**src/sv/ctsm_ram.sv**
```systemverilog
`default_nettype none
module ctsm_ram #(
    parameter int WIDTH = 8,
    parameter int DEPTH = 4
) (
    input  wire logic                     i_clk,
    input  wire logic                     i_we,
    input  wire logic [$clog2(DEPTH)-1:0] i_waddr,
    input  wire logic [WIDTH-1:0]         i_wdata,
    input  wire logic [$clog2(DEPTH)-1:0] i_raddr,
    output logic      [WIDTH-1:0]         o_rdata
);
    logic [WIDTH-1:0] r_mem [DEPTH];

    always_ff @(posedge i_clk) begin
        if (i_we) begin
            r_mem[i_waddr] <= i_wdata;
        end
        o_rdata <= r_mem[i_raddr];
    end
endmodule
`default_nettype wire

```
**config.mk**
```make
export PLATFORM = sky130hd
export DESIGN_NAME = ctsm_ram
export DESIGN_NICKNAME = d
export VERILOG_FILES = /design/src/sv/ctsm_ram.sv
export SDC_FILE = /design/constraint.sdc
export NUM_CORES = 1
export LEC_CHECK = 0
export ABC_AREA = 1
export BUFFER_PORTS_ARGS = -buffer_cell sky130_fd_sc_hd__buf_2
export CELL_PAD_IN_SITES_DETAIL_PLACEMENT = 1
export CELL_PAD_IN_SITES_GLOBAL_PLACEMENT = 2
export CORE_MARGIN = 4
export CORE_UTILIZATION = 38
export DETAILED_ROUTE_END_ITERATION = 6
export GPL_TIMING_DRIVEN = 0
export PLACE_DENSITY = 0.87
export SYNTH_ARGS = -nofsm -noshare
export SYNTH_HDL_FRONTEND = slang
export SYNTH_SLANG_ARGS = --single-unit
```
**constraint.sdc**
```tcl
create_clock -name i_clk -period 2 [get_ports i_clk]
set_clock_uncertainty 0.15 [all_clocks]
set_input_delay 0.2 -clock i_clk [delete_from_list [all_inputs] [get_ports i_clk]]
set_output_delay 0.2 -clock i_clk [all_outputs]
set_load 0.02 [all_outputs]
```
* Word-level counts from Yosys, hierarchy flattened *
Memory sizes are Yosys's and may differ from the RTL's. A register that Yosys moved wholly into a read port is not among the register bits.
Cells that the tools add are included.

storage, ports and cells
  memories = 1
  memory bits (read-only) = 0
  input port bits = 14
  register bits = 0
  memory bits (writable) = 32
  latch bits = 0

memory list
  memory  words  bits a word  rd ports  clocked after Yosys merged registers in  write ports  RTL line  text
  r_mem   4      8            1         1                                        1            13        logic [WIDTH-1:0] r_mem [DEPTH];

operators by class
  eq/ne operators = 0
  bitwise logic cells = 0
  multipliers = 0
  add/subtract/negate cells = 0
  muxes and demuxes = 2
  shift-type cells = 0
  div/mod/pow operators = 0
  reduce and logical (&&, ||, !) cells = 0
  order comparisons = 0

operators with widths
  cell              count
  2-to-1 mux 1 bit  2

* Longest topological paths before layout *
  depth in word-level cells = 2
  mapped depth = 6

* Least setup slack after synthesis *
Ideal clock, no wire load.

  path kind = in2reg
  start point = in i_waddr[0]
  end point = mem r_mem[3][0] (enable)
  required time = 1.467 ns
  arrival = 0.880 ns
  setup slack = 0.587 ns
  stages = 2
  path through = inv_1 -> nor3_1

RTL lines
  what         RTL line  text
  from (decl)  8         input wire logic [$clog2(DEPTH)-1:0] i_waddr,
  to (decl)    13

No word-level cell before the write port.

* Worst setup path in the final report *
  start point = in i_waddr[0]
  end point = mem r_mem[1][5] (enable)

No word-level cell before the write port.

==> flow_summary.ini <==
[yosys]
synth-compound-area-share_pct = 0
synth_simple_gate_area_share_pct = 16.17
ys_async_sr_fraction_pct = 0
share_of_synthesized_area_occupied_by_flip_flops_and_latches_pct = 72.43
yosys_warning_total = 0
post_synth_main_area_contributors = sky130_fd_sc_hd__edfxtp_1 (62%), sky130_fd_sc_hd__dfxtp_1 (10%), sky130_fd_sc_hd__nand2_1 (9.7%)
yosysTopAreaCellShare_pct = 62.09
synth.ff_latch_count = 40
synthTopCellsByCount = sky130_fd_sc_hd__nand2_1 (40), sky130_fd_sc_hd__inv_1 (36), sky130_fd_sc_hd__edfxtp_1 (32), sky130_fd_sc_hd__nand3_1 (16), sky130_fd_sc_hd__dfxtp_1 (8)
ys.flop_type = sky130_fd_sc_hd__edfxtp_1
synth-edff-count = 32
yosys.cell_count.top_type = sky130_fd_sc_hd__nand2_1
synth.largest_area_cell = sky130_fd_sc_hd__edfxtp_1
synth_fp_nets = 155
syn_area_per_cell_um2 = 10.98
synth_mux_area_share_pct = 0
yosys.area_share.adder_pct = 0
yosys.area_share.xor_xnor_pct = 0
synth_cell_type_count = 10
dominant_combinational_cell_family_by_area_after_synthesis = simple AND/OR/NAND/NOR gates
syn-cell-area_um2 = 1548
synth_cells = 141

[setup_path]
timing.critical_path.fanout_max = 8
cp_capture_type = flop
timing.critical_path.arrival_ns = 1.37
timing.critical_path.from_type = input port
worst_ep_required_time_ns = 1.75
setup.worst_path.class = input port to flop

[floorplan]
die_width_um = 71.82
io-pin-count = 22
coreArea_um2 = 3799
placementRows = 22
initial_utilization_pct = 40.74
die_area_um2 = 5158
floorplan.die.height_um = 71.82

[drt]
antenna_left = 0
route.final.wire_length_um = 3060
vias = 1027
first_pass_iters = 4
wl_per_cell_um = 13.60
avgViaCountPerCell = 4.564
detailedRoute.firstIterationViolations = 29
drc = 0

[timing]
timing.final.ws_setup_ns = 0.3745
relSlewSlack_pct = 12.78
final.setup.tns_ns = 0
setup_repair_after_global_routing_missed_its_margin = no
slew_viol_final = 0
setup_viol = 0
period_minus_slack_ns = 1.625
hold_violations = 0
fmaxAchievable_mhz = 615.2
final_worst_path_period_share_pct = 81.27
tightest_slew_ns = 1.298

[placed_design]
io_buffer_count = 19
dpl.hpwl_um = 2109
dp_slack_ns = 0.02145
place_congestion = 0.7460

[global_routing]
groute.usage.overall_pct = 13.41
use_met2_pct = 23.27
antenna_found_initial = 0
overflow = 0
grt_util_met3_pct = 4.067
grt_start_max_net_pins = 13
gr-max-usage-layer = met2
global_route.usage.met1_pct = 14.72
grt_first_pass_wirelength_um = 5071
grt_pass1_vias = 1069

[final_layout]
finish.net_count = 190
area_growth_from_synthesis_to_final_layout_pct = 21.99
post_route_cells_drive_above_1_share_pct = 19.21
number_of_antenna_diodes = 0

[status]
status = finished clean

[clock_network]
cts_tree = done
cts.htree.levels = 2
clock-sinks = 40
clock_transition_at_the_register_clock_pins_on_the_worst_setup_and_hold_paths_after_cts_ns = 0.07
cts_root_buffer = sky130_fd_sc_hd__clkbuf_8
cts_inserted_buffers = 5
cts_resized = 0
cts_buffer_depth = 2
clock_insertion_delay_worst_skew_ns = 0.29

[power]
leakage_nw = 0.8841
vdd_drop_max_uv = 362.2
p_per_area_nw_per_um2 = 873.0

[run]
drv_cap = 0

[min_path]
worstHoldPathType = input port to flop
==> routing by layer <==
metal	routed length [um]	share of wire (%)
met2	1630	53
met1	1202	39
met4	59	1.9
met3	167	5.5
met5	0	0
==> power breakdown <==
part           internal, mW  switching, mW  total, mW  leakage [nW]
logic                0.0568         0.0949      0.152         0.472
clock network         0.275          0.263      0.538        0.0510
registers             0.948         0.0107      0.959         0.361
==> registers in the layout (all words and copies together) (netlist names) <==
signal / flops
r_mem: 32
o_rdata: 8
==> cells in the final DEF (no fill, tap or decap) <==
master and instances:
sky130_fd_sc_hd__dlygate4sd3_1 8, sky130_fd_sc_hd__nor3_2 1, sky130_fd_sc_hd__inv_1 36, sky130_fd_sc_hd__clkinv_2 2
sky130_fd_sc_hd__nor3_1 3, sky130_fd_sc_hd__nand2_1 40, sky130_fd_sc_hd__buf_6 2, sky130_fd_sc_hd__clkbuf_8 6
sky130_fd_sc_hd__buf_2 20, sky130_fd_sc_hd__inv_4 1, sky130_fd_sc_hd__buf_4 2, sky130_fd_sc_hd__nand3_1 16
sky130_fd_sc_hd__dfxtp_1 8, sky130_fd_sc_hd__edfxtp_1 32
==> critical path, cell delays in order <==
cell                     delay (ns)
sky130_fd_sc_hd__buf_2         0.11
sky130_fd_sc_hd__inv_1         0.05
sky130_fd_sc_hd__nor3_1        1.01
==> per-stage QoR <==
step	power, mW	hold WS [ns]	std cells	util, %	area, um^2
after floorplan	1.060	0.1489	141	-	1548
after global placement	1.108	0.2584	208	44.83	1703
after detailed placement	1.118	0.2702	208	44.83	1703
after CTS	1.668	0.1027	224	49.37	1876
after global routing	1.730	0.1138	225	49.70	1888
final	1.648	0.1024	225	49.70	1888
==> kinds of logic (layout without fill, tap and decap cells) <==
group         after synthesis  in the layout
buf+inv                    41             77
flops                      40             40
simple gates               60             60
==> final cells by class <==
cell class	instances	area [um^2]
buffer	4	35.03
multi-input combinational	60	255.2
inverter	37	141.4
timing repair buffer	28	182.7
fill	441	1911
clock buffer	6	82.58
sequential	40	1121
clock inverter	2	10.01
tap	48	60.06
==> repair_timing <==
item | 4_1_cts | 5_1_grt
endpoints found under the hold margin | 32 | 0
endpoints found under the setup margin | 0 | 0
hold buffers | 8 | 0
setup buffers | 0 | 0
==> worst paths after layout <==
kind | startpoint | endpoint | slack (ns) | cells past startpoint
worst min-delay path | i_raddr[0] | o_rdata[1]$_DFF_P_ | 0.10 | 4
worst min register to register | r_mem[1][2]$_DFFE_PP_ | o_rdata[2]$_DFF_P_ | 0.40 | 4
worst max-delay path | i_waddr[0] | r_mem[1][5]$_DFFE_PP_ | 0.37 | 3
worst max register to register | r_mem[3][6]$_DFFE_PP_ | o_rdata[6]$_DFF_P_ | 1.13 | 4
Note: power is estimated with default switching activity, not from simulation.
