<file path="config.mk">
export PLATFORM = sky130hd
export DESIGN_NAME = ctsm_front
export DESIGN_NICKNAME = d
export VERILOG_FILES = /design/src/sv/ctsm_pkg.sv /design/src/sv/ctsm_front.sv
export SDC_FILE = /design/constraint.sdc
export NUM_CORES = 1
export LEC_CHECK = 0
export ABC_AREA = 1
export BUFFER_PORTS_ARGS = -buffer_cell sky130_fd_sc_hd__buf_2
export CAP_MARGIN = 20
export CORE_MARGIN = 10
export CORE_UTILIZATION = 54
export CTS_CLUSTER_DIAMETER = 80
export DETAILED_ROUTE_END_ITERATION = 16
export GPL_TIMING_DRIVEN = 1
export PLACE_DENSITY = 0.79
export SLEW_MARGIN = 15
export SYNTH_ARGS = -nofsm -noshare
export SYNTH_HDL_FRONTEND = slang
export SYNTH_SLANG_ARGS = --single-unit
</file>
<file path="constraint.sdc">
create_clock -name i_clk -period 2.9 [get_ports i_clk]
set_input_delay 0.58 -clock i_clk [delete_from_list [all_inputs] [get_ports i_clk]]
set_output_delay 0.58 -clock i_clk [all_outputs]
set_load 0.01 [all_outputs]
</file>
<file path="src/sv/ctsm_pkg.sv">
`default_nettype none
package ctsm_pkg;

    localparam int SHIFT_W     = 24;
    localparam int TURN_W      = 20;
    localparam int PATH_W      = 48;
    localparam int SUM_W       = 56;
    localparam int PATH_ROW_W  = 3 * PATH_W;
    localparam int MOT_ROW_W   = 2 * SHIFT_W + TURN_W;
    localparam int RADIUS_DEF  = 50;
    localparam int RADIUS_MAX  = 63;
    localparam int PADDR_MAX_W = $clog2(2 * RADIUS_MAX + 1);
    localparam int MADDR_MAX_W = $clog2(RADIUS_MAX + 1);
    localparam int AGE_MAX_W   = $clog2(RADIUS_MAX + 1);
    localparam int QUEUE_DEPTH = 4;

    typedef struct packed {
        logic signed [SHIFT_W-1:0] shift_x;
        logic signed [SHIFT_W-1:0] shift_y;
        logic signed [TURN_W-1:0]  turn;
        logic                      final_frame;
    } t_in;

    typedef struct packed {
        logic signed [SHIFT_W-1:0] fixed_x;
        logic signed [SHIFT_W-1:0] fixed_y;
        logic signed [TURN_W-1:0]  fixed_turn;
        logic                      end_of_run;
    } t_out;

    typedef struct packed {
        logic [PADDR_MAX_W-1:0] phead;
        logic [MADDR_MAX_W-1:0] mhead;
        logic [AGE_MAX_W-1:0]   age;
        logic [AGE_MAX_W-1:0]   back;
        logic                   last;
    } t_job;

    typedef struct packed {
        logic busy;
        logic empty;
        logic full;
    } t_flow;

    typedef enum logic {
        F_IDLE,
        F_ISSUE
    } t_front_state;

    typedef enum logic [2:0] {
        B_IDLE,
        B_SUM,
        B_TAIL,
        B_LOAD,
        B_DIV,
        B_FIX
    } t_back_state;

endpackage
`default_nettype wire

</file>
<file path="src/sv/ctsm_front.sv">
`default_nettype none
module ctsm_front #(
    parameter int WINDOW_RADIUS = ctsm_pkg::RADIUS_DEF
) (
    input  wire logic                                  i_clk,
    input  wire logic                                  i_rst_n,
    input  wire logic                                  i_valid,
    input  wire ctsm_pkg::t_in                         i_data,
    output logic                                       o_ready,
    input  wire ctsm_pkg::t_flow                       i_flow,
    output logic                                       o_push,
    output ctsm_pkg::t_job                             o_job,
    output logic                                       o_we,
    output logic [$clog2(2*WINDOW_RADIUS+1)-1:0]       o_paddr,
    output logic [ctsm_pkg::PATH_ROW_W-1:0]            o_pdata,
    output logic [$clog2(WINDOW_RADIUS+1)-1:0]         o_maddr,
    output logic [ctsm_pkg::MOT_ROW_W-1:0]             o_mdata
);
    import ctsm_pkg::*;

    localparam int PD  = 2 * WINDOW_RADIUS + 1;
    localparam int MD  = WINDOW_RADIUS + 1;
    localparam int PAW = $clog2(PD);
    localparam int MAW = $clog2(MD);
    localparam int SW  = $clog2(2 * WINDOW_RADIUS + 2);

    t_front_state              r_state, n_state;
    logic signed [PATH_W-1:0]  r_px, r_py, r_pt;
    logic signed [PATH_W-1:0]  n_px, n_py, n_pt;
    logic [PAW-1:0]            r_ppos, r_jhead_p;
    logic [MAW-1:0]            r_mpos, r_jhead_m;
    logic [SW-1:0]             r_seen, n_seen, r_jseen;
    logic [AGE_MAX_W-1:0]      r_age;
    logic                      r_fin;
    logic                      accept;
    logic [SW-1:0]             diff;
    logic [SW-1:0]             top;

    function automatic logic signed [PATH_W-1:0] sat_add(
        input logic signed [PATH_W-1:0] a,
        input logic signed [SHIFT_W-1:0] d
    );
        logic signed [PATH_W:0] s;
        s = {a[PATH_W-1], a} + (PATH_W+1)'(d);
        if (s[PATH_W] != s[PATH_W-1]) begin
            sat_add = s[PATH_W] ? {1'b1, {(PATH_W-1){1'b0}}} : {1'b0, {(PATH_W-1){1'b1}}};
        end else begin
            sat_add = s[PATH_W-1:0];
        end
    endfunction

    assign accept = i_valid & o_ready;
    assign n_px   = sat_add(r_px, i_data.shift_x);
    assign n_py   = sat_add(r_py, i_data.shift_y);
    assign n_pt   = sat_add(r_pt, SHIFT_W'(i_data.turn));
    assign n_seen = (r_seen == SW'(PD)) ? r_seen : r_seen + 1'b1;
    assign top    = ((n_seen - 1'b1) > SW'(WINDOW_RADIUS)) ? SW'(WINDOW_RADIUS)
                                                           : n_seen - 1'b1;
    assign diff   = r_jseen - 1'b1 - SW'(r_age);

    assign o_we    = accept;
    assign o_paddr = r_ppos;
    assign o_maddr = r_mpos;
    assign o_pdata = {n_pt, n_py, n_px};
    assign o_mdata = {i_data.turn, i_data.shift_y, i_data.shift_x};

    always_comb begin
        o_job.phead = PADDR_MAX_W'(r_jhead_p);
        o_job.mhead = MADDR_MAX_W'(r_jhead_m);
        o_job.age   = r_age;
        o_job.back  = (diff > SW'(WINDOW_RADIUS)) ? AGE_MAX_W'(WINDOW_RADIUS)
                                                  : AGE_MAX_W'(diff);
        o_job.last  = r_fin && (r_age == '0);
    end

    always_comb begin
        n_state = r_state;
        unique case (r_state)
            F_IDLE: begin
                if (accept && (i_data.final_frame || n_seen > SW'(WINDOW_RADIUS))) begin
                    n_state = F_ISSUE;
                end
            end
            F_ISSUE: begin
                if (!i_flow.full && (!r_fin || r_age == '0)) begin
                    n_state = F_IDLE;
                end
            end
            default: n_state = F_IDLE;
        endcase
    end

    always_comb begin
        o_ready = 1'b0;
        o_push  = 1'b0;
        unique case (r_state)
            F_IDLE:  o_ready = i_flow.empty && !i_flow.busy;
            F_ISSUE: o_push  = !i_flow.full;
            default: o_ready = 1'b0;
        endcase
    end

    always_ff @(posedge i_clk) begin
        if (!i_rst_n) begin
            r_state   <= F_IDLE;
            r_px      <= '0;
            r_py      <= '0;
            r_pt      <= '0;
            r_ppos    <= '0;
            r_mpos    <= '0;
            r_seen    <= '0;
            r_jseen   <= '0;
            r_jhead_p <= '0;
            r_jhead_m <= '0;
            r_age     <= '0;
            r_fin     <= 1'b0;
        end else begin
            r_state <= n_state;
            if (accept) begin
                r_jhead_p <= r_ppos;
                r_jhead_m <= r_mpos;
                r_jseen   <= n_seen;
                if (i_data.final_frame) begin
                    r_fin  <= 1'b1;
                    r_age  <= AGE_MAX_W'(top);
                    r_px   <= '0;
                    r_py   <= '0;
                    r_pt   <= '0;
                    r_seen <= '0;
                    r_ppos <= '0;
                    r_mpos <= '0;
                end else begin
                    r_fin  <= 1'b0;
                    r_age  <= AGE_MAX_W'(WINDOW_RADIUS);
                    r_px   <= n_px;
                    r_py   <= n_py;
                    r_pt   <= n_pt;
                    r_seen <= n_seen;
                    r_ppos <= (r_ppos == PAW'(PD - 1)) ? '0 : r_ppos + 1'b1;
                    r_mpos <= (r_mpos == MAW'(MD - 1)) ? '0 : r_mpos + 1'b1;
                end
            end else if (o_push && r_age != '0) begin
                r_age <= r_age - 1'b1;
            end
        end
    end
endmodule
`default_nettype wire

</file>
==> results_dict.tcl, run 1 <==
set metrics [dict create \
    status "did not finish" \
    haltStage "5_1_grt" \
    stop_error "[ERROR GRT-0116] Global routing finished with congestion. Check the congestion regions in the DRC Viewer." \
    synth_area_um2 22000 \
    synth.avg_cell_area_um2 6.00 \
    grt_max_degree 67 \
    placed_area_um2 29200 \
    start_util_pct 54.9 \
    place_ws_ns -0.904 \
    synth_nets 3900 \
    rows 73 \
    track_usage_pct 56.2 \
    clock_sinks 192 \
    cts_max_level 4 \
    pin_count 329 \
    synth_cell_type_count 45 \
    clockBufferDepth 2 \
    cts_buffers 17 \
    synth_edf_count 0 \
    io_buffers 328 \
    synth_seq_area_share_pct 17.5 \
    hpwl_um 67000 \
    ys_ff_latch 192 \
    synth_ff_type "dfxtp_1" \
    dp.cells 5100 \
    cts-root-buf "clkbuf_16" \
    grt_pass1_wl_um 219000 \
    yosysWarnings 0 \
    die_y_um 222 \
    place_congestion 1.05 \
    die_w_um 222 \
    async_flop_share_pct 0 \
    syn_inst 3661 \
    overflow 4 \
    grt_pass1_vias 37200 \
]
stage by stage:
step | utilization, % | hold WS (ns)
after CTS | 89.3 | 0.393
after global placement | 73.1 | 0.448
after detailed placement | 73.1 | 0.460
after floorplan | - | 0.429
synth_stat cells, types with 2 or more instances:
library cell,number,area share (%)
buf_12,6,0.55
a21o_1,3,0.10
nor4_1,8,0.23
a21oi_2,79,3.2
a211oi_1,4,0.14
ha_1,160,9.1
xor2_1,58,2.3
inv_2,25,0.43
a21oi_1,288,6.6
nand2_2,110,3.1
nand4_1,62,1.8
buf_4,76,2.6
nor2_1,272,4.6
xnor2_1,50,2.0
nand3b_1,8,0.27
buf_2,14,0.32
buf_6,12,0.62
inv_1,454,7.8
o21ai_0,92,2.1
nand2_4,62,3.2
o21ai_2,30,1.2
nor3b_1,2,0.068
o21ai_1,3,0.068
clkbuf_1,47,0.80
dfxtp_1,192,18
nand2_1,1267,22
o21bai_1,44,1.5
a31oi_1,12,0.34
nor2_4,7,0.36
nor2_2,35,1.0
fa_1,4,0.36
nand3_1,119,2.7
nand3_2,4,0.18
nor3_1,41,0.93
cell families after synthesis:
group	Yosys count	synth area share, %
AO/OA/AOI/OAI	561	15.4
AND/OR/NAND/NOR	2002	40.3
flip-flops	192	17.5
XOR/XNOR	108	4.31
adder cells (fa/ha/maj)	164	9.48
buffers and inverters	634	13.1
per-layer routing:
layer | GRT usage [%] | overflow
met5 | 11.8 | 0
met4 | 52.5 | 3
met3 | 36.0 | 0
met2 | 77.8 | 1
met1 | 55.6 | 0
timing repair:
action | 4_1_cts
pin swaps | 137
endpoints found under the setup margin | 150
cloned | 29
resized for setup | 802
hold buffers | 0
buffers inserted | 128
==> run 2, diff against run 1 <==
--- a/config.mk
+++ b/config.mk
@@ -9,11 +9,10 @@
 export BUFFER_PORTS_ARGS = -buffer_cell sky130_fd_sc_hd__buf_2
 export CAP_MARGIN = 20
 export CORE_MARGIN = 10
-export CORE_UTILIZATION = 54
-export CTS_CLUSTER_DIAMETER = 80
+export CORE_UTILIZATION = 40
 export DETAILED_ROUTE_END_ITERATION = 16
 export GPL_TIMING_DRIVEN = 1
-export PLACE_DENSITY = 0.79
+export PLACE_DENSITY_LB_ADDON = 0.15
 export SLEW_MARGIN = 15
 export SYNTH_ARGS = -nofsm -noshare
 export SYNTH_HDL_FRONTEND = slang
==> constraint.sdc (replaced) <==
create_clock -name i_clk -period 3.8 [get_ports i_clk]
set_input_delay 0.76 -clock i_clk [delete_from_list [all_inputs] [get_ports i_clk]]
set_output_delay 0.76 -clock i_clk [all_outputs]
set_load 0.01 [all_outputs]
==> run 2 against run 1 <==
The flow now finishes, with violations (setup timing). Synthesized cell count did not move. Synthesized area did not move.
==> results_dict.tcl, run 2 <==
set metrics [dict create \
    via_count 26300 \
    synth_common_cells "nand2_1 (1,267), inv_1 (454), a21oi_1 (288)" \
    syn_inst 3661 \
    end_kind "primary output" \
    coreArea_um2 54100 \
    relSlewSlack_pct 49.9 \
    cap_violations 0 \
    critPathKind "input pin to primary output" \
    die_y_um 254 \
    drv_slew 0 \
    drc 0 \
    synth_nets 3900 \
    grt_pass1_vias 24700 \
    ys_top_cells_by_area "nand2_1 (22%), dfxtp_1 (18%), ha_1 (9.1%), inv_1 (7.8%), a21oi_1 (6.6%)" \
    vias_per_cell 5.02 \
    synth_edf_count 0 \
    place_congestion 0.995 \
    cts-root-buf "clkbuf_16" \
    dr.pass1.iters 6 \
    cts_max_level 4 \
    rows 85 \
    synth_seq_area_share_pct 17.5 \
    tightest_slew_ns 0.752 \
    yosysMostFrequentCell "nand2_1" \
    synth.avg_cell_area_um2 6.00 \
    fin_skew_ns 0.0168 \
    max_freq_ghz 0.258 \
    die_w_um 254 \
    avgRoutedWirePerCell_um 17.5 \
    grt_max_degree 101 \
    cts_buffers 17 \
    grt_setup_unrepaired "yes" \
    synth_area_um2 22000 \
    pin_count 329 \
    track_usage_pct 26.2 \
    leakage_nw 16.6 \
    arrival_ns 3.11 \
    start_util_pct 40.6 \
    clock_sinks 192 \
    routed_wl_um 91800 \
    grt_pass1_wl_um 134000 \
    synth_cell_type_count 45 \
    overflow 0 \
    clock_latency_ns 0.53 \
    setup.worst_path.start_class "input pin" \
    tritoncts "built" \
    grt_antenna_before_repair 2 \
    yosysWarnings 0 \
    fin_setup_tns_ns -0.888 \
    first_iter_violations 1818 \
    clockBufferDepth 2 \
    synth_ff_type "dfxtp_1" \
    mostFrequentLayoutCells "nand2_1 (1,110), buf_4 (620), inv_1 (441)" \
    nets 4776 \
    io_buffers 328 \
    yosysTopAreaCell "nand2_1" \
    hpwl_um 69200 \
    ir_drop_uv 402 \
    ant_nets 0 \
    synthToLayoutAreaGrowth_pct 53.5 \
    fin_crit_sh_pct 102 \
    ys_ff_latch 192 \
    hold_viol 0 \
    drive_above_1_share_pct 39.7 \
    post-route-min-period_ns 3.87 \
    path_clk_slew_ns 0.09 \
    hold_class "register to register" \
    final_util_pct 62.3 \
    worst_slack_ns -0.0696 \
    setup_viol 33 \
    top_regs "r_pt x48, r_px x48, r_py x48" \
    hold_buffers 0 \
    final_common_cell "nand2_1" \
    required_ns 3.04 \
    status "finished, violations left" \
    worst-path-max-fanout 11 \
    async_flop_share_pct 0 \
    p_per_area_nw_per_um2 234 \
    dieArea_um2 64700 \
    yosysTopAreaCellShare_pct 21.7 \
    violations "setup timing" \
]
run 2: cell counts after synthesis:
Identical to the previous run, type by type.
run 2: cell type report:
class / instances / area (um2)
Antenna cell: 1 / 2.50
Clock buffer: 17 / 425
Clock inverter: 15 / 214
Fill cell: 5037 / 20400
Inverter: 479 / 1820
Multi-Input combinational cell: 2837 / 18100
Sequential cell: 192 / 3850
Tap cell: 696 / 871
Timing Repair Buffer: 1010 / 8400
run 2: where the power goes:
| group | internal [mW] | leakage [nW] | total, mW | switching [mW] |
|---|---|---|---|---|
| Clock | 0.919 | 0.305 | 2.06 | 1.14 |
| Combinational | 1.77 | 14.7 | 3.73 | 1.96 |
| Sequential | 2.06 | 1.56 | 2.11 | 0.0459 |
run 2: worst max-delay path, stage by stage:
cell     delay (ns)
buf_12         0.12
buf_12         0.15
ha_4           0.25
buf_4          0.14
nand2_1        0.07
inv_2          0.05
nand2_4        0.08
nor2_4         0.04
buf_4          0.13
a21oi_2        0.18
nand4_1        0.24
nand2_8        0.18
nor2_2         0.07
buf_12         0.15
buf_6          0.14
o21ai_2        0.16
buf_2          0.16
run 2: what timing repair did:
item                       CTS  global route
buffers inserted            18            66
cloned                      10            17
pin swaps                   36           172
resized for setup          234           541
setup endpoints to repair  141           143
run 2: metrics by stage:
stage	instance area, um2	hold slack [ns]	setup WS (ns)	total power, mW	cells
2_1_floorplan	22000	0.429	0.387	3.67	3661
5_1_grt	33700	0.478	-0.162	8.26	5247
4_1_cts	30500	0.466	-0.0293	7.21	5164
3_3_place_gp	28000	0.449	-0.832	4.89	5104
6_report	33700	0.467	-0.0696	7.90	5247
3_5_place_dp	28000	0.452	-0.879	4.89	5104
run 2: per-layer routing:
| metal | global-route usage (%) | part of all wire [%] |
|---|---|---|
| met3 | 3.78 | 6.0 |
| met2 | 43.3 | 47 |
| met4 | 6.67 | 2.1 |
| met5 | 0 | 0 |
| met1 | 35.1 | 45 |
run 2: cells by family after synthesis:
kind of cell / after synthesis / synth area share, %
AOI/OAI and AO/OA: 561 / 15.4
xor gates and xnor gates: 108 / 4.31
adders and majority gates: 164 / 9.48
buffers and inverters: 634 / 13.1
DFF: 192 / 17.5
and+or+nand+nor: 2002 / 40.3
run 2: path summary, 6_finish.rpt:
check / start / to / slack (ns) / cells past startpoint
worst max-delay path: i_data[20] / o_pdata[130] / -0.07 / 17
worst min-delay path: r_jhead_m[4] / r_jhead_m[4] / 0.47 / 2
worst max register to register: r_py[0] / r_py[45] / 0.95 / 20
worst min register to register: r_jhead_m[4] / r_jhead_m[4] / 0.47 / 2
Note: power is estimated with default switching activity, not from simulation.
