===== src/sv/ctsm_pkg.sv =====
`default_nettype none
package ctsm_pkg;

    localparam int SHIFT_W     = 24;
    localparam int TURN_W      = 20;
    localparam int PATH_W      = 48;
    localparam int SUM_W       = 56;
    localparam int PATH_ROW_W  = 3 * PATH_W;
    localparam int MOT_ROW_W   = 2 * SHIFT_W + TURN_W;
    localparam int RADIUS_DEF  = 50;
    localparam int RADIUS_MAX  = 63;
    localparam int PADDR_MAX_W = $clog2(2 * RADIUS_MAX + 1);
    localparam int MADDR_MAX_W = $clog2(RADIUS_MAX + 1);
    localparam int AGE_MAX_W   = $clog2(RADIUS_MAX + 1);
    localparam int QUEUE_DEPTH = 4;

    typedef struct packed {
        logic signed [SHIFT_W-1:0] shift_x;
        logic signed [SHIFT_W-1:0] shift_y;
        logic signed [TURN_W-1:0]  turn;
        logic                      final_frame;
    } t_in;

    typedef struct packed {
        logic signed [SHIFT_W-1:0] fixed_x;
        logic signed [SHIFT_W-1:0] fixed_y;
        logic signed [TURN_W-1:0]  fixed_turn;
        logic                      end_of_run;
    } t_out;

    typedef struct packed {
        logic [PADDR_MAX_W-1:0] phead;
        logic [MADDR_MAX_W-1:0] mhead;
        logic [AGE_MAX_W-1:0]   age;
        logic [AGE_MAX_W-1:0]   back;
        logic                   last;
    } t_job;

    typedef struct packed {
        logic busy;
        logic empty;
        logic full;
    } t_flow;

    typedef enum logic {
        F_IDLE,
        F_ISSUE
    } t_front_state;

    typedef enum logic [2:0] {
        B_IDLE,
        B_SUM,
        B_TAIL,
        B_LOAD,
        B_DIV,
        B_FIX
    } t_back_state;

endpackage
`default_nettype wire


===== src/sv/ctsm_back.sv =====
`default_nettype none
module ctsm_back #(
    parameter int WINDOW_RADIUS = ctsm_pkg::RADIUS_DEF
) (
    input  wire logic                                  i_clk,
    input  wire logic                                  i_rst_n,
    input  wire logic                                  i_q_empty,
    input  wire ctsm_pkg::t_job                        i_job,
    output logic                                       o_pop,
    output logic                                       o_busy,
    output logic [$clog2(2*WINDOW_RADIUS+1)-1:0]       o_praddr,
    input  wire logic [ctsm_pkg::PATH_ROW_W-1:0]       i_prdata,
    output logic [$clog2(WINDOW_RADIUS+1)-1:0]         o_mraddr,
    input  wire logic [ctsm_pkg::MOT_ROW_W-1:0]        i_mrdata,
    output logic                                       o_valid,
    input  wire logic                                  i_ready,
    output ctsm_pkg::t_out                             o_data
);
    import ctsm_pkg::*;

    localparam int PD    = 2 * WINDOW_RADIUS + 1;
    localparam int MD    = WINDOW_RADIUS + 1;
    localparam int PAW   = $clog2(PD);
    localparam int MAW   = $clog2(MD);
    localparam int CW    = $clog2(2 * WINDOW_RADIUS + 2);
    localparam int DCW   = $clog2(SUM_W);
    localparam int FIX_W = SUM_W + 2;

    t_back_state               r_state, n_state;
    t_job                      r_job;
    logic [PAW-1:0]            r_addr;
    logic [MAW-1:0]            r_maddr;
    logic [CW-1:0]             r_k, r_span, r_cnt;
    logic                      r_rd_vld, r_rd_hit;
    logic signed [SUM_W-1:0]   r_sum [3];
    logic signed [PATH_W-1:0]  r_self [3];
    logic [SUM_W-1:0]          r_dq [3];
    logic [CW-1:0]             r_rem [3];
    logic                      r_neg [3];
    logic [MOT_ROW_W-1:0]      r_mot;
    logic [DCW-1:0]            r_dcnt;
    logic                      load_out;
    logic [CW-1:0]             span;
    logic [MAW:0]              mdiff;
    logic signed [FIX_W-1:0]   corr [3];
    logic signed [FIX_W-1:0]   mot_s [3];
    t_out                      res;

    assign span  = CW'(i_job.age) + CW'(i_job.back);
    assign mdiff = (MAW+1)'(i_job.mhead) - (MAW+1)'(i_job.age);
    assign o_praddr = r_addr;
    assign o_mraddr = r_maddr;
    assign load_out = !o_valid || i_ready;

    assign mot_s[0] = FIX_W'($signed(r_mot[SHIFT_W-1:0]));
    assign mot_s[1] = FIX_W'($signed(r_mot[2*SHIFT_W-1:SHIFT_W]));
    assign mot_s[2] = FIX_W'($signed(r_mot[MOT_ROW_W-1:2*SHIFT_W]));

    always_comb begin
        for (int i = 0; i < 3; i++) begin
            corr[i] = mot_s[i]
                    + (r_neg[i] ? -FIX_W'($signed({1'b0, r_dq[i]}))
                                :  FIX_W'($signed({1'b0, r_dq[i]})))
                    - FIX_W'(r_self[i]);
        end
        if (&corr[0][FIX_W-1:SHIFT_W-1] || ~|corr[0][FIX_W-1:SHIFT_W-1]) begin
            res.fixed_x = corr[0][SHIFT_W-1:0];
        end else begin
            res.fixed_x = {corr[0][FIX_W-1], {(SHIFT_W-1){~corr[0][FIX_W-1]}}};
        end
        if (&corr[1][FIX_W-1:SHIFT_W-1] || ~|corr[1][FIX_W-1:SHIFT_W-1]) begin
            res.fixed_y = corr[1][SHIFT_W-1:0];
        end else begin
            res.fixed_y = {corr[1][FIX_W-1], {(SHIFT_W-1){~corr[1][FIX_W-1]}}};
        end
        if (&corr[2][FIX_W-1:TURN_W-1] || ~|corr[2][FIX_W-1:TURN_W-1]) begin
            res.fixed_turn = corr[2][TURN_W-1:0];
        end else begin
            res.fixed_turn = {corr[2][FIX_W-1], {(TURN_W-1){~corr[2][FIX_W-1]}}};
        end
        res.end_of_run = r_job.last;
    end

    always_comb begin
        n_state = r_state;
        unique case (r_state)
            B_IDLE: if (!i_q_empty) n_state = B_SUM;
            B_SUM:  if (r_k == r_span) n_state = B_TAIL;
            B_TAIL: n_state = B_LOAD;
            B_LOAD: n_state = B_DIV;
            B_DIV:  if (r_dcnt == DCW'(SUM_W - 1)) n_state = B_FIX;
            B_FIX:  if (load_out) n_state = B_IDLE;
            default: n_state = B_IDLE;
        endcase
    end

    always_comb begin
        o_pop  = 1'b0;
        o_busy = 1'b1;
        unique case (r_state)
            B_IDLE: begin
                o_pop  = !i_q_empty;
                o_busy = 1'b0;
            end
            default: o_busy = 1'b1;
        endcase
    end

    always_ff @(posedge i_clk) begin
        logic [CW:0] rsh;
        if (!i_rst_n) begin
            r_state  <= B_IDLE;
            r_rd_vld <= 1'b0;
            o_valid  <= 1'b0;
        end else begin
            r_state  <= n_state;
            r_rd_vld <= (r_state == B_SUM);
            if (r_state == B_FIX && load_out) begin
                o_valid <= 1'b1;
            end else if (i_ready) begin
                o_valid <= 1'b0;
            end
        end
        if (r_state == B_FIX && load_out) begin
            o_data <= res;
        end
        unique case (r_state)
            B_IDLE: begin
                r_job  <= i_job;
                r_addr <= PAW'(i_job.phead);
                r_k    <= '0;
                r_span <= span;
                r_cnt  <= span + 1'b1;
                r_maddr <= mdiff[MAW] ? MAW'(mdiff + (MAW+1)'(MD)) : MAW'(mdiff);
                for (int i = 0; i < 3; i++) begin
                    r_sum[i] <= '0;
                end
            end
            B_SUM: begin
                r_addr <= (r_addr == '0) ? PAW'(PD - 1) : r_addr - 1'b1;
                r_k    <= r_k + 1'b1;
            end
            B_TAIL: r_mot <= i_mrdata;
            B_LOAD: begin
                r_dcnt <= '0;
                for (int i = 0; i < 3; i++) begin
                    r_neg[i] <= r_sum[i][SUM_W-1];
                    r_dq[i]  <= r_sum[i][SUM_W-1] ? SUM_W'(-r_sum[i]) : SUM_W'(r_sum[i]);
                    r_rem[i] <= '0;
                end
            end
            B_DIV: begin
                r_dcnt <= r_dcnt + 1'b1;
                for (int i = 0; i < 3; i++) begin
                    rsh = {r_rem[i], r_dq[i][SUM_W-1]};
                    if (rsh >= {1'b0, r_cnt}) begin
                        r_rem[i] <= CW'(rsh - {1'b0, r_cnt});
                        r_dq[i]  <= {r_dq[i][SUM_W-2:0], 1'b1};
                    end else begin
                        r_rem[i] <= CW'(rsh);
                        r_dq[i]  <= {r_dq[i][SUM_W-2:0], 1'b0};
                    end
                end
            end
            default: r_dcnt <= r_dcnt;
        endcase
        r_rd_hit <= (r_k == CW'(r_job.age));
        if (r_rd_vld) begin
            for (int i = 0; i < 3; i++) begin
                r_sum[i] <= r_sum[i] + SUM_W'($signed(i_prdata[i*PATH_W +: PATH_W]));
                if (r_rd_hit) begin
                    r_self[i] <= $signed(i_prdata[i*PATH_W +: PATH_W]);
                end
            end
        end
    end

    a_sum_bound: assert property (@(posedge i_clk) disable iff (!i_rst_n)
        (r_state == B_SUM) |-> (r_k <= r_span))
        else $error("window read ran past its span");
    a_pop_nonempty: assert property (@(posedge i_clk) disable iff (!i_rst_n)
        o_pop |-> !i_q_empty)
        else $error("pop from an empty queue");
    a_div_done: assert property (@(posedge i_clk) disable iff (!i_rst_n)
        (r_state == B_DIV && r_dcnt == DCW'(SUM_W - 1)) |=> (r_state == B_FIX))
        else $error("divider did not finish on its last step");
    a_out_from_fix: assert property (@(posedge i_clk) disable iff (!i_rst_n)
        $rose(o_valid) |-> ($past(r_state) == B_FIX))
        else $error("result appeared without a finished frame");
endmodule
`default_nettype wire


===== config.mk =====
export PLATFORM = sky130hd
export DESIGN_NAME = ctsm_back
export DESIGN_NICKNAME = d
export VERILOG_FILES = /design/src/sv/ctsm_pkg.sv /design/src/sv/ctsm_back.sv
export SDC_FILE = /design/constraint.sdc
export NUM_CORES = 2
export LEC_CHECK = 0
export ABC_AREA = 0
export BUFFER_PORTS_ARGS = -buffer_cell sky130_fd_sc_hd__buf_4
export CORE_MARGIN = 2
export CORE_UTILIZATION = 45
export CTS_CLUSTER_SIZE = 28
export DETAILED_ROUTE_END_ITERATION = 6
export GPL_TIMING_DRIVEN = 0
export SLEW_MARGIN = 10
export SYNTH_ARGS = -nofsm -noshare
export SYNTH_HDL_FRONTEND = slang
export SYNTH_SLANG_ARGS = --single-unit

===== constraint.sdc =====
create_clock -name i_clk -period 22.3 [get_ports i_clk]
set_input_delay 2.23 -clock i_clk [delete_from_list [all_inputs] [get_ports i_clk]]
set_output_delay 2.23 -clock i_clk [all_outputs]
set_load 0.02 [all_outputs]

-- Word-level counts from Yosys, hierarchy flattened
Memory sizes are Yosys's and may differ from the RTL's.
Index checks and enable logic that the tools add are counted.
- muxes and demuxes: 65
- eq/ne operators: 12
- reduce and logical (&&, ||, !) cells: 22
- order comparisons: 3
- bitwise gates (word level): 18
- add/subtract/negate cells: 25
- operators with widths (cell ; number):
    $mux W56 ; 12
    $mux W58 ; 3
    $neg A56 Y58 ; 3
    $sub A58 B48 Y58 ; 3
    $add A56 B48 Y56 ; 3
    $neg A56 Y56 ; 3
    $add A24 B58 Y58 ; 2
    $reduce_and A35 Y1 ; 2
    $reduce_or A35 Y1 ; 2
    $add A20 B58 Y58 ; 1
    $mux W7 ; 7
    $mux W24 ; 2
    $reduce_and A39 Y1 ; 1
    $reduce_or A39 Y1 ; 1
    $mux W1 ; 31
    $pmux W7 S2 ; 2
    $ge A8 B7 Y1 ; 3
    $sub A7 B7 Y7 ; 3
    $mux W20 ; 1
    $pmux W3 S6 ; 1
    $or A1 B1 Y1 ; 15
    $add A7 B1 Y7 const B ; 2
    $mux W3 ; 4
    $pmux W6 S2 ; 1
    21 further kinds ; 37
- bits in writable memories: 504
- memories: 5
- register bits after elaboration: 190
- output and inout port bits: 85
- logic and storage cells: 167
- memory list (name ; depth ; bits a word ; rd ports ; clocked after Yosys merged registers in ; write ports ; line ; text):
    r_dq ; 3 ; 56 ; 3 ; 0 ; 3 ; ctsm_back.sv:37 ; logic [SUM_W-1:0] r_dq [3];
    r_sum ; 3 ; 56 ; 3 ; 0 ; 3 ; ctsm_back.sv:35 ; logic signed [SUM_W-1:0] r_sum [3];
    r_self ; 3 ; 48 ; 3 ; 0 ; 3 ; ctsm_back.sv:36 ; logic signed [PATH_W-1:0] r_self [3];
    r_rem ; 3 ; 7 ; 3 ; 0 ; 3 ; ctsm_back.sv:38 ; logic [CW-1:0] r_rem [3];
    r_neg ; 3 ; 1 ; 3 ; 0 ; 3 ; ctsm_back.sv:39 ; logic r_neg [3];

-- Logic depth before layout (Yosys ltp)
- word-level depth: 8
- mapped depth: 30

-- Least setup slack after synthesis
OpenSTA, ideal clock, no wires.
- path kind: register to register
- start: register r_state[0]
- end: memory r_sum[0][0], enable pin
- arrival time: 6797 ps
- cell stages (with the launch flop): 5
- slack: 14969 ps
- cell sequence: dfxtp_1 -> clkbuf_1 -> nor3_1 -> inv_1 -> nand2_1
- RTL lines (element ; line ; text):
    start: declaration ; ctsm_back.sv:29 ; t_back_state r_state, n_state;
    start signal: assignment ; ctsm_back.sv:116 ; r_state <= n_state;
    end: declaration ; ctsm_back.sv:35 ;

==> impl_results.md <==
- Postcts setup bufs: 0
- Most frequent cells in the layout: edfxtp_1 (687), nand2_1 (513), inv_1 (472), o21ai_0 (471), xor2_1 (442)
- GP Congestion: 0.956
- First-pass GRT wire length: 261,000 microns
- Final Skew: 0.0289 ns
- Yosys top cell by area: edfxtp_1
- Die span in y: 360 microns
- Crit path time final: 9.58 ns
- CTS H-tree lvls: 3
- I/O pin count: 327
- Critical Path End Type: flop
- Largest net degree at the start of global routing: 59
- DP Wirelength: 136,000 microns
- Post-cts resize count: 0
- Placed Cells: 8,026
- Die area: 0.129 sq mm
- Max_slew headroom: 16.7%
- Fillers: 11,800
- Routed Antenna Nets: 0
- Total wire length: 169,000 microns
- Syn nets: 6,828
- TritonCTS Sinks: 694
- Vias/cell: 5.66
- Vias in the first global route: 45,000
- # Max-Cap Violations: 0
- Wire length per cell: 20.6 microns
- Final setup vio count: 0
- Reg area: 0.0208 sq mm
- Initial drt markers: 3,274
- Leak Pwr: 26.7 nW
- Final WS setup: 12.72 ns
- Hold Fails Final Rpt: 0
- Critical Path Max Stage Delay: 0.97 ns
- Top cell type's share of synthesized area: 36.3%
- RSZ-0062 raised after global routing: no
- Cell area after synthesis: 0.0569 sq mm
- Most common cell after layout, fill and taps aside: edfxtp_1
- Fmax achieved: 0.104 GHz
- Syn-to-layout area delta: 14.2%
- Initial antenna violation count: 17
- Dpl ws: 12.86 ns
- Post-CTS Hold Fix Bufs: 0
- Tcrit/Tclk final: 43.0%
- Status: finished clean
- Worst-Skew Late Latency: 0.70 ns
- CTS Buf Count: 88
- Worst setup SP type: flop
- Final Max Tran Viols: 0
- Syn_area_per_cell: 9.45 sq um
- Initial Util: 45.3%
- Area of the multi-input gates: 0.0336 sq mm
- Layout cells sized above 1: 9.02%
- Cells after Synth: 6,021
- Count of nets after finishing: 7,273
- Setup TNS: 0 ns
- Final instance area: 0.0650 sq mm
- DIE WIDTH: 360 microns
- Worst Hold Class: flop to flop
- Ys flop type: edfxtp_1
- CTS tree: done
- Crit-path max FO: 10
- Worst VDD drop: 81.1 uV
- Area of the core: 0.126 sq mm
- Slowest-stage cell, CP: o41ai_2
- DRC violations left: 0
- Post-synthesis sequential area ratio: 36.5%
- Post-synth EDFFs: 687
- Async set-or-reset flop fraction in the synthesized netlist: 0%
- Post-place instance area: 0.0619 sq mm
- GRT Total Usage: 25.7%
- CTS Root Cell: clkbuf_16
- Longest Clk Path Bufs: 3
- Number of synthesis warnings: 0
- Clk slew on worst S/H paths: 0.05 ns
- Hold_ws: 0.444 ns
- PwrDens: 149 mW/mm^2
- Critical path class: flop to flop
- Port Buf Inserts: 326
- Flops & latches, synth: 694
- Arr. time, crit path: 9.97 ns
- Worst Tran Pin Value: 1.25 ns
- Global route overflow: 0
- Total vias in the final route: 46,300
- Top cells by area, synth: edfxtp_1 (36%), ha_1 (8.5%), xor2_1 (6.8%), fa_1 (6.3%), o21ai_0 (4.1%)
- Crit path required time: 22.69 ns
- Final Non-Filler Cells: 8,195
- Site Rows: 130
- DR pass1 iterations: 6
- Distinct cells, synth: 88
==> metal layers <==
| layer | share of wire [%] | GRT usage (%) |
|---|---|---|
| met5 | 0.012 | 0 |
| met4 | 2.6 | 7.37 |
| met3 | 5.9 | 3.35 |
| met2 | 46 | 42.2 |
| met1 | 45 | 35.5 |
==> where the power goes <==
part | total (mW) | switching [mW] | internal (mW) | leakage, nW
combinational | 5.73 | 3.53 | 2.20 | 18.6
sequential | 2.43 | 0.368 | 2.06 | 6.64
clock | 1.52 | 0.609 | 0.909 | 1.46
total | 9.68 | 4.51 | 5.17 | 26.7
==> synthesized netlist by cell type, drive strengths merged (13+ instances only) <==
| cell | count |
|---|---|
| edfxtp | 687 |
| nand2 | 515 |
| o21ai | 481 |
| inv | 475 |
| xor2 | 442 |
| a21oi | 421 |
| nor2 | 405 |
| ha | 386 |
| a21o | 218 |
| xnor2 | 216 |
| clkbuf | 189 |
| fa | 179 |
| nor3 | 112 |
| o31ai | 104 |
| or3 | 95 |
| nand3 | 89 |
| nand2b | 82 |
| nand4 | 79 |
| o21a | 71 |
| nor2b | 69 |
| and3 | 59 |
| or4 | 52 |
| o21bai | 50 |
| o41ai | 45 |
| a31oi | 44 |
| nor4 | 38 |
| and2 | 37 |
| o211ai | 37 |
| a211oi | 35 |
| or2 | 26 |
| a21boi | 22 |
| nor3b | 20 |
| a211o | 15 |
| a221oi | 13 |
| and4 | 13 |
==> kinds of logic after synthesis <==
family / synth area share, %
AOI/OAI and AO/OA: 18.8
xor gates and xnor gates: 10.1
adders and majority gates: 14.8
buffers and inverters: 4.49
DFF: 36.5
muxes: 0.178
and+or+nand+nor: 15.1
==> cell type report <==
type / instances / area share [%]
clock buffer: 105 / 3.57
inverter: 475 / 2.74
timing repair buffer: 355 / 4.49
multi-input combinational: 4652 / 51.7
clock inverter: 58 / 1.12
antenna: 6 / 0.0231
sequential: 694 / 32.0
tap: 1650 / 3.18
buffer: 200 / 1.20
==> worst paths after layout <==
kind,start,to,slack (ns),depth (start not counted)
setup / recovery,r_dq[0][3],o_data[47],12.72,28
hold / removal,r_job[0],o_data[0],0.44,0
setup reg to reg,r_dq[0][3],o_data[47],12.72,28
hold reg to reg,r_job[0],o_data[0],0.44,0
==> stage by stage <==
| step | power [mW] | utilization, % |
|---|---|---|
| floorplan | 6.59 | - |
| global placement | 8.12 | 48.9 |
| detailed placement | 8.10 | 49.3 |
| CTS | 9.67 | 51.7 |
| global route | 10.5 | 51.7 |
| finish | 9.68 | 51.7 |
==> sequential cells by signal (all words and copies together), names as in the netlist <==
signal / count
r_rd_hit: 1
o_praddr: 7
r_state: 3
r_k: 7
o_data: 69
r_rd_vld: 1
o_mraddr: 6
r_span: 7
r_dq: 168
o_valid: 1
r_self: 144
r_dcnt: 6
r_rem: 21
r_mot: 68
r_sum: 168
r_job: 7
r_cnt: 7
r_neg: 3
==> worst max-delay path: cells and delay by family (launching register included) <==
family | cells | cell delay, ns
AO/OA/AOI/OAI | 10 | 3.00
XOR/XNOR | 1 | 0.22
adder cells (fa/ha/maj) | 2 | 0.46
buffers and inverters | 4 | 0.97
flip-flops | 1 | 0.47
AND/OR/NAND/NOR | 11 | 4.12
Power figures use the tool's default switching activity.
